[config.mk]
export PLATFORM = sky130hd
export DESIGN_NAME = vmsf_ctrl
export DESIGN_NICKNAME = d
export VERILOG_FILES = /design/src/rtl/core/vmsf_pkg.sv /design/src/rtl/core/vmsf_ctrl.sv
export SDC_FILE = /design/constraint.sdc
export NUM_CORES = 1
export LEC_CHECK = 0
export BUFFER_PORTS_ARGS = -buffer_cell sky130_fd_sc_hd__buf_2
export CORE_MARGIN = 4
export CORE_UTILIZATION = 45
export CTS_BUF_LIST = sky130_fd_sc_hd__clkbuf_4 sky130_fd_sc_hd__clkbuf_8
export CTS_CLUSTER_SIZE = 40
export DETAILED_ROUTE_END_ITERATION = 10
export PLACE_DENSITY_LB_ADDON = 0.12
export REMOVE_ABC_BUFFERS = 1
export SYNTH_ARGS = -nofsm -noshare
export SYNTH_HDL_FRONTEND = slang
export SYNTH_SLANG_ARGS = --single-unit
export TNS_END_PERCENT = 100
[constraint.sdc]
create_clock -name i_clk -period 1.4 [get_ports i_clk]
set_clock_uncertainty 0.15 [all_clocks]
set_input_delay 0.28 -clock i_clk [delete_from_list [all_inputs] [get_ports i_clk]]
set_output_delay 0.28 -clock i_clk [all_outputs]
set_load 0.03 [all_outputs]
[src/rtl/core/vmsf_pkg.sv]
package vmsf_pkg;

    // datapath micro-operation codes
    typedef logic [4:0] t_op;

    localparam t_op OP_IDLE        = 5'd0;
    localparam t_op OP_SCAN_INIT   = 5'd1;
    localparam t_op OP_RD          = 5'd2;
    localparam t_op OP_SQ          = 5'd3;
    localparam t_op OP_ACC         = 5'd4;
    localparam t_op OP_LD_LEFT     = 5'd5;
    localparam t_op OP_LD_RIGHT    = 5'd6;
    localparam t_op OP_LD_WHOLE    = 5'd7;
    localparam t_op OP_DIV_STEP    = 5'd8;
    localparam t_op OP_MEAN        = 5'd9;
    localparam t_op OP_MUL0        = 5'd10;
    localparam t_op OP_MUL1        = 5'd11;
    localparam t_op OP_MUL2        = 5'd12;
    localparam t_op OP_DIV2_START  = 5'd13;
    localparam t_op OP_EVAL        = 5'd14;
    localparam t_op OP_NEXT        = 5'd15;
    localparam t_op OP_SAVE_W      = 5'd16;
    localparam t_op OP_WMUL0       = 5'd17;
    localparam t_op OP_WMUL1       = 5'd18;
    localparam t_op OP_WMUL2       = 5'd19;
    localparam t_op OP_RESULT      = 5'd20;
    localparam t_op OP_RESULT_NONE = 5'd21;

    // controller to datapath
    typedef struct packed {
        logic accept;
        t_op  op;
    } t_cmd;

    // datapath to controller
    typedef struct packed {
        logic div_done;
        logic elig;
        logic last_cut;
        logic few;
        logic best_valid;
    } t_status;

    // configuration register map
    localparam int REG_IDX_W = 1;
    typedef logic [REG_IDX_W-1:0] t_reg_idx;
    localparam t_reg_idx REG_MIN_SEGMENT     = 1'd0;
    localparam t_reg_idx REG_VARIANCE_FACTOR = 1'd1;

    localparam int CFG_DATA_W = 16;
    localparam int SAMPLE_W   = 32;
    localparam int MIN_SEG_W  = 11;
    localparam int VFACT_W    = 16;
    localparam int VAR_W      = 64;
    localparam int VFACT_FRAC = 8;
    localparam logic [VFACT_W-1:0] VFACT_RESET = 16'd256;

endpackage

[src/rtl/core/vmsf_ctrl.sv]
module vmsf_ctrl (
    input  logic             i_clk,
    input  logic             i_rst_n,
    input  logic             i_in_valid,
    input  logic             i_in_last,
    output logic             o_in_ready,
    output logic             o_out_valid,
    input  logic             i_out_ready,
    input  vmsf_pkg::t_status i_status,
    output vmsf_pkg::t_cmd   o_cmd
);

    localparam logic [4:0] ST_LOAD  = 5'd0;
    localparam logic [4:0] ST_FL1   = 5'd1;
    localparam logic [4:0] ST_FL2   = 5'd2;
    localparam logic [4:0] ST_INIT  = 5'd3;
    localparam logic [4:0] ST_RD    = 5'd4;
    localparam logic [4:0] ST_SQ    = 5'd5;
    localparam logic [4:0] ST_ACC   = 5'd6;
    localparam logic [4:0] ST_LDL   = 5'd7;
    localparam logic [4:0] ST_DIV1  = 5'd8;
    localparam logic [4:0] ST_MEAN  = 5'd9;
    localparam logic [4:0] ST_MUL0  = 5'd10;
    localparam logic [4:0] ST_MUL1  = 5'd11;
    localparam logic [4:0] ST_MUL2  = 5'd12;
    localparam logic [4:0] ST_SUB   = 5'd13;
    localparam logic [4:0] ST_DIV2  = 5'd14;
    localparam logic [4:0] ST_PDONE = 5'd15;
    localparam logic [4:0] ST_NEXT  = 5'd16;
    localparam logic [4:0] ST_FIN   = 5'd17;
    localparam logic [4:0] ST_WMUL0 = 5'd18;
    localparam logic [4:0] ST_WMUL1 = 5'd19;
    localparam logic [4:0] ST_WMUL2 = 5'd20;
    localparam logic [4:0] ST_CMP   = 5'd21;
    localparam logic [4:0] ST_OUT   = 5'd22;

    localparam logic [1:0] PART_L = 2'd0;
    localparam logic [1:0] PART_R = 2'd1;
    localparam logic [1:0] PART_W = 2'd2;

    logic [4:0]      r_state, n_state;
    logic [1:0]      r_part, n_part;
    vmsf_pkg::t_op   op;
    logic            accept;

    assign o_in_ready  = (r_state == ST_LOAD);
    assign o_out_valid = (r_state == ST_OUT);
    assign accept      = i_in_valid && o_in_ready;
    assign o_cmd       = '{accept: accept, op: op};

    // sequencer over cuts and over the three variance parts
    always_comb begin
        n_state = r_state;
        n_part  = r_part;
        op      = vmsf_pkg::OP_IDLE;
        case (r_state)
            ST_LOAD: begin
                if (accept && i_in_last) n_state = ST_FL1;
            end
            ST_FL1: n_state = ST_FL2;
            ST_FL2: n_state = ST_INIT;
            ST_INIT: begin
                op      = vmsf_pkg::OP_SCAN_INIT;
                n_state = i_status.few ? ST_FIN : ST_RD;
            end
            ST_RD: begin
                op      = vmsf_pkg::OP_RD;
                n_state = ST_SQ;
            end
            ST_SQ: begin
                op      = vmsf_pkg::OP_SQ;
                n_state = ST_ACC;
            end
            ST_ACC: begin
                op      = vmsf_pkg::OP_ACC;
                n_state = i_status.elig ? ST_LDL : ST_NEXT;
            end
            ST_LDL: begin
                op      = vmsf_pkg::OP_LD_LEFT;
                n_part  = PART_L;
                n_state = ST_DIV1;
            end
            ST_DIV1: begin
                op = vmsf_pkg::OP_DIV_STEP;
                if (i_status.div_done) n_state = ST_MEAN;
            end
            ST_MEAN: begin
                op      = vmsf_pkg::OP_MEAN;
                n_state = ST_MUL0;
            end
            ST_MUL0: begin
                op      = vmsf_pkg::OP_MUL0;
                n_state = ST_MUL1;
            end
            ST_MUL1: begin
                op      = vmsf_pkg::OP_MUL1;
                n_state = ST_MUL2;
            end
            ST_MUL2: begin
                op      = vmsf_pkg::OP_MUL2;
                n_state = ST_SUB;
            end
            ST_SUB: begin
                op      = vmsf_pkg::OP_DIV2_START;
                n_state = ST_DIV2;
            end
            ST_DIV2: begin
                op = vmsf_pkg::OP_DIV_STEP;
                if (i_status.div_done) n_state = ST_PDONE;
            end
            ST_PDONE: begin
                case (r_part)
                    PART_L: begin
                        op      = vmsf_pkg::OP_LD_RIGHT;
                        n_part  = PART_R;
                        n_state = ST_DIV1;
                    end
                    PART_R: begin
                        op      = vmsf_pkg::OP_EVAL;
                        n_state = ST_NEXT;
                    end
                    default: begin
                        op      = vmsf_pkg::OP_SAVE_W;
                        n_state = ST_WMUL0;
                    end
                endcase
            end
            ST_NEXT: begin
                op      = vmsf_pkg::OP_NEXT;
                n_state = i_status.last_cut ? ST_FIN : ST_RD;
            end
            ST_FIN: begin
                if (i_status.best_valid) begin
                    op      = vmsf_pkg::OP_LD_WHOLE;
                    n_part  = PART_W;
                    n_state = ST_DIV1;
                end else begin
                    op      = vmsf_pkg::OP_RESULT_NONE;
                    n_state = ST_OUT;
                end
            end
            ST_WMUL0: begin
                op      = vmsf_pkg::OP_WMUL0;
                n_state = ST_WMUL1;
            end
            ST_WMUL1: begin
                op      = vmsf_pkg::OP_WMUL1;
                n_state = ST_WMUL2;
            end
            ST_WMUL2: begin
                op      = vmsf_pkg::OP_WMUL2;
                n_state = ST_CMP;
            end
            ST_CMP: begin
                op      = vmsf_pkg::OP_RESULT;
                n_state = ST_OUT;
            end
            ST_OUT: begin
                if (i_out_ready) n_state = ST_LOAD;
            end
            default: n_state = ST_LOAD;
        endcase
    end

    // state registers
    always_ff @(posedge i_clk) begin
        if (!i_rst_n) begin
            r_state <= ST_LOAD;
            r_part  <= PART_L;
        end else begin
            r_state <= n_state;
            r_part  <= n_part;
        end
    end

endmodule

**Word level (Yosys, flattened, before mapping)**

Index checks and enable logic that the tools add are counted.

- Word-level logic and storage cells: 55
- Memory bits (writable): 0
- Bits of input ports: 10
- Output and inout port bits: 8
- Register bits after elaboration: 7
- ROM bits: 0
- Memories: 0
- Latch bits: 0

- Mux-type cells: 16
- Shift operators: 0
- Equality and inequality tests: 29
- Add/sub/neg operators: 0
- Divide/modulo/power cells: 0
- Bitwise operators: 0
- Multipliers: 0
- Reduce and logical (&&, ||, !) cells: 8
- Order comparisons: 0

Operators with widths:

| kind | count |
|---|---|
| $pmux W5 S23 | 1 |
| $pmux W5 S18 | 1 |
| $mux W5 | 9 |
| $eq A5 B4 Y1 const B | 8 |
| $eq A5 B5 Y1 const B | 7 |
| $eq A5 B3 Y1 const B | 4 |
| $pmux W5 S2 | 2 |
| $eq A5 B2 Y1 const B | 2 |
| $ne A2 B2 Y1 const B | 4 |
| $pmux W2 S3 | 1 |
| $eq A5 B1 Y1 const B | 1 |
| $logic_not A5 Y1 | 1 |
| $mux W2 | 2 |
| $ne A2 B1 Y1 const B | 2 |
| $reduce_and A4 Y1 | 1 |
| $reduce_and A3 Y1 | 1 |
| $reduce_bool A3 Y1 | 1 |
| $eq A2 B1 Y1 const B | 1 |
| $logic_and A1 B1 Y1 | 2 |
| $logic_not A2 Y1 | 1 |
| $reduce_or A2 Y1 | 1 |

**Depth between registers and ports, before layout**

- Depth in word-level cells: 5
- Gate-level depth with buffers: 7
- Depth with buffers taken out: 5

**Worst setup path after synthesis**

OpenSTA, ideal clock, no wires.

- Kind: register -> output
- Start: reg r_state[0]
- End: out o_cmd[1] (netlist name)
- Cell stages (with the launch flop): 7
- Arrival: 1.607 ns
- Path buffers: 2
- Slack: -0.637 ns
- Data required time: 0.970 ns
- Cell sequence: dfxtp_1 -> buf_2 -> buf_2 -> nand2_1 -> a21oi_1 -> a21oi_1 -> o21ai_0

RTL lines:

| element | RTL line | source |
|---|---|---|
| start, declared | vmsf_ctrl.sv:41 | `logic [4:0] r_state, n_state;` |
| start signal, assigned | vmsf_ctrl.sv:171 | `r_state <= n_state;` |
| end, declared | vmsf_ctrl.sv:10 | `output vmsf_pkg::t_cmd o_cmd` |

==> results.yml <==
yosys:
  yosys_warnings: 0
  synth_seq_cells: 7
  synth_cell_types: 34
  synth_area_per_cell_um2: 6.32
  ys_seq_area_frac: 0.188
  synth_area_um2: 746
  synthCells: 118
timing:
  period_share: 1.32
  drv_slew: 0
  maxSlewHeadroom: 0.767
  setup_viol: 13
  rsz0062_at_grt: "true"
  layout_setup_ws_ns: -0.446
  clock.fmax_ghz: 0.542
  final_hold_viol_count: 0
  tightest_slew_ns: 0.348
  period_minus_slack_ns: 1.85
worst_setup_path:
  required_ns: 0.97
  slowest_delay_ns: 0.41
  critical_path.cell_chain: "nor2_4, a211oi_1, a21oi_2, nor2_1, buf_4"
  r2r_slack_ns: -0.29
  end_kind: "output port"
  cp_max_fo: 6
  cp_num_buf_inv: 1
  startpoint_type: "flop"
  cp_data_arrival_time_ns: 1.42
  crit_slowest_cell: "dfxtp_4"
  critPathKind: "flop to output port"
  path_delay_family: "flip-flops"
flow_run:
  drv_cap: 0
power_and_ir_drop:
  p_seq_frac: 0.235
  power.share.switching: 0.386
  total_power_mw: 1.04
  powerDensity_nw_per_um2: 799
  intPower_mw: 0.637
  clockPowerShare: 0.216
  power_leakage_nw: 0.558
  irDropWorstVdd_v: 0.000623
  combPwrFrac: 0.549
  power.switching_mw: 0.400
finish:
  register_area_um2: 154
  nFillCells: 92
  multiInputGateArea_um2: 612
  drive_gt1_frac: 0.530
  final_nets: 179
  diodes: 0
  synthToLayoutAreaGrowth_pct: 74.2
  fin_util: 0.843
clocking:
  cts_sinks: 7
  numCtsBuffers: 3
  worst_skew_pair.late_latency_ns: 0.27
  cts_tree: "done"
  htreeDepth: 1
  postCtsHoldBufs: 0
  clk_pin_slew_ns: 0.06
  cts-root-buf: "clkbuf_4"
  cts.path.max_buffers: 2
min_path:
  hp-class: "primary input to flop"
detailed_routing:
  dr_wl_met3_um: 191
  avgRoutedWirePerCell_um: 16.3
  wl_met1_mm: 1.22
  postRouteAntennaNets: 0
  first_iter_violations: 55
  wl_mm: 3.00
  routed_via_density: 6.07
  drc: 0
  highest_layer: "met4"
  vias: 1117
  dr.pass1.iters: 4
  wl_met2_mm: 1.51
floorplan:
  die_y_um: 48.7
  rows: 14
  die-area_um2: 2370
  initial_core_util: 0.484
  fp.coreArea_um2: 1540
  ios: 18
  die_width_um: 48.7
run_status:
  status: "complete, but fails checks"
  violations: "setup timing"
placed_design:
  place.detailed.hpwl_mm: 2.05
  gp_congestion: 0.942
  port_buffers: 17
  dpl_worst_slack_ns: -0.380
global_route:
  grt_pass1_wl_mm: 4.56
  grt_max_degree: 12
  antenna_found_initial: 0
  grt_pass1_vias: 1049
  grt_overflow: 0
  grt_use_total: 0.240
## worst reg2reg max path, stage by stage (launching register included)
cell and delay (ns):
dfxtp_4 0.37, or2_4 0.27, buf_4 0.13, a2111o_1 0.39, nand4_1 0.15, o21ai_1 0.11
## kinds of logic (layout without fill, tap and decap cells)
kind of cell,after synthesis,count (layout),share of synthesized area
buffers and inverters,15,65,0.111
and+or+nand+nor,54,54,0.349
DFF,7,7,0.188
AOI/OAI and AO/OA,42,42,0.352
## area by class of cell
class	instances	share of cell area
Clock buffer	4	0.0231
Inverter	4	0.0116
Multi-Input combinational cell	96	0.471
Sequential cell	7	0.118
Tap cell	16	0.0154
Timing Repair Buffer	57	0.360
## routing by layer
| layer | up-vias | global-route usage |
|---|---|---|
| met5 | - | 0 |
| met4 | 0 | 0.126 |
| met3 | 14 | 0.0644 |
| met2 | 54 | 0.400 |
| met1 | 522 | 0.275 |
| li1 | 527 | - |
## cells in the final DEF (no fill, tap or decap), types with 3 or more instances in the layout
| cell | count |
|---|---|
| o21ai_0 | 7 |
| nand2_1 | 9 |
| nand3_1 | 5 |
| dfxtp_4 | 3 |
| a21oi_1 | 9 |
| a21oi_2 | 3 |
| o21ai_1 | 5 |
| nor3_1 | 5 |
| buf_6 | 10 |
| clkbuf_4 | 4 |
| buf_2 | 9 |
| nor2_1 | 12 |
| nand2_2 | 3 |
| buf_4 | 36 |
## power groups by stage
| stage | clock, mW | combinational (mW) | sequential, mW |
|---|---|---|---|
| after global placement | 0 | 0.395 | 0.231 |
| after CTS | 0.211 | 0.461 | 0.236 |
| final | 0.225 | 0.569 | 0.243 |
| after global routing | 0.245 | 0.603 | 0.246 |
| after floorplan | 0 | 0.178 | 0.258 |
| after detailed placement | 0 | 0.408 | 0.233 |
## through the flow
| step | std cells | hold WS (ns) | TNS, ns | area, um2 |
|---|---|---|---|---|
| final | 184 | 0.141 | -4.05 | 1300 |
| after global routing | 184 | 0.125 | -5.04 | 1300 |
| after CTS | 181 | 0.148 | -3.73 | 1170 |
| after detailed placement | 174 | 0.418 | -2.80 | 1040 |
| after global placement | 174 | 0.403 | -2.05 | 1040 |
| after floorplan | 107 | 0.244 | -4.41 | 678 |
## state kept, by name (all words and copies together) (netlist names)
signal	flops
r_part	2
r_state	5
## Yosys cell counts (all sizes together)
library cell	n	area share
a2111o	1	0.015
a2111oi	1	0.012
a211oi	3	0.037
a21boi	2	0.020
a21o	1	0.010
a21oi	13	0.087
a31oi	2	0.017
a32oi	1	0.012
and2	2	0.017
and3	1	0.0084
and3b	1	0.012
and4b	1	0.013
buf	10	0.086
clkbuf	1	0.0050
dfxtp	7	0.19
inv	4	0.020
nand2	12	0.060
nand2b	3	0.025
nand3	6	0.040
nand4	2	0.017
nor2	16	0.081
nor2b	2	0.017
nor3	5	0.034
nor4	2	0.017
o211ai	2	0.020
o21a	1	0.010
o21ai	12	0.081
o22ai	1	0.0084
o311a	1	0.013
o31ai	1	0.010
or2	1	0.0084
## repair_timing
action / in CTS / in global routing
buffers inserted: 3 / 2
pin swaps: 10 / 11
cloned: 0 / 1
gates resized for setup: 33 / 28
endpoints found under the setup margin: 14 / 13
## final timing paths
path	start	endpoint	depth (start not counted)
hold / removal	i_rst_n	r_state[3]	2
setup reg to reg	r_state[2]	r_state[1]	5
hold reg to reg	r_part[0]	r_part[0]	3
setup / recovery	r_state[1]	o_cmd[0]	5
Note: power is estimated with default switching activity, not from simulation.
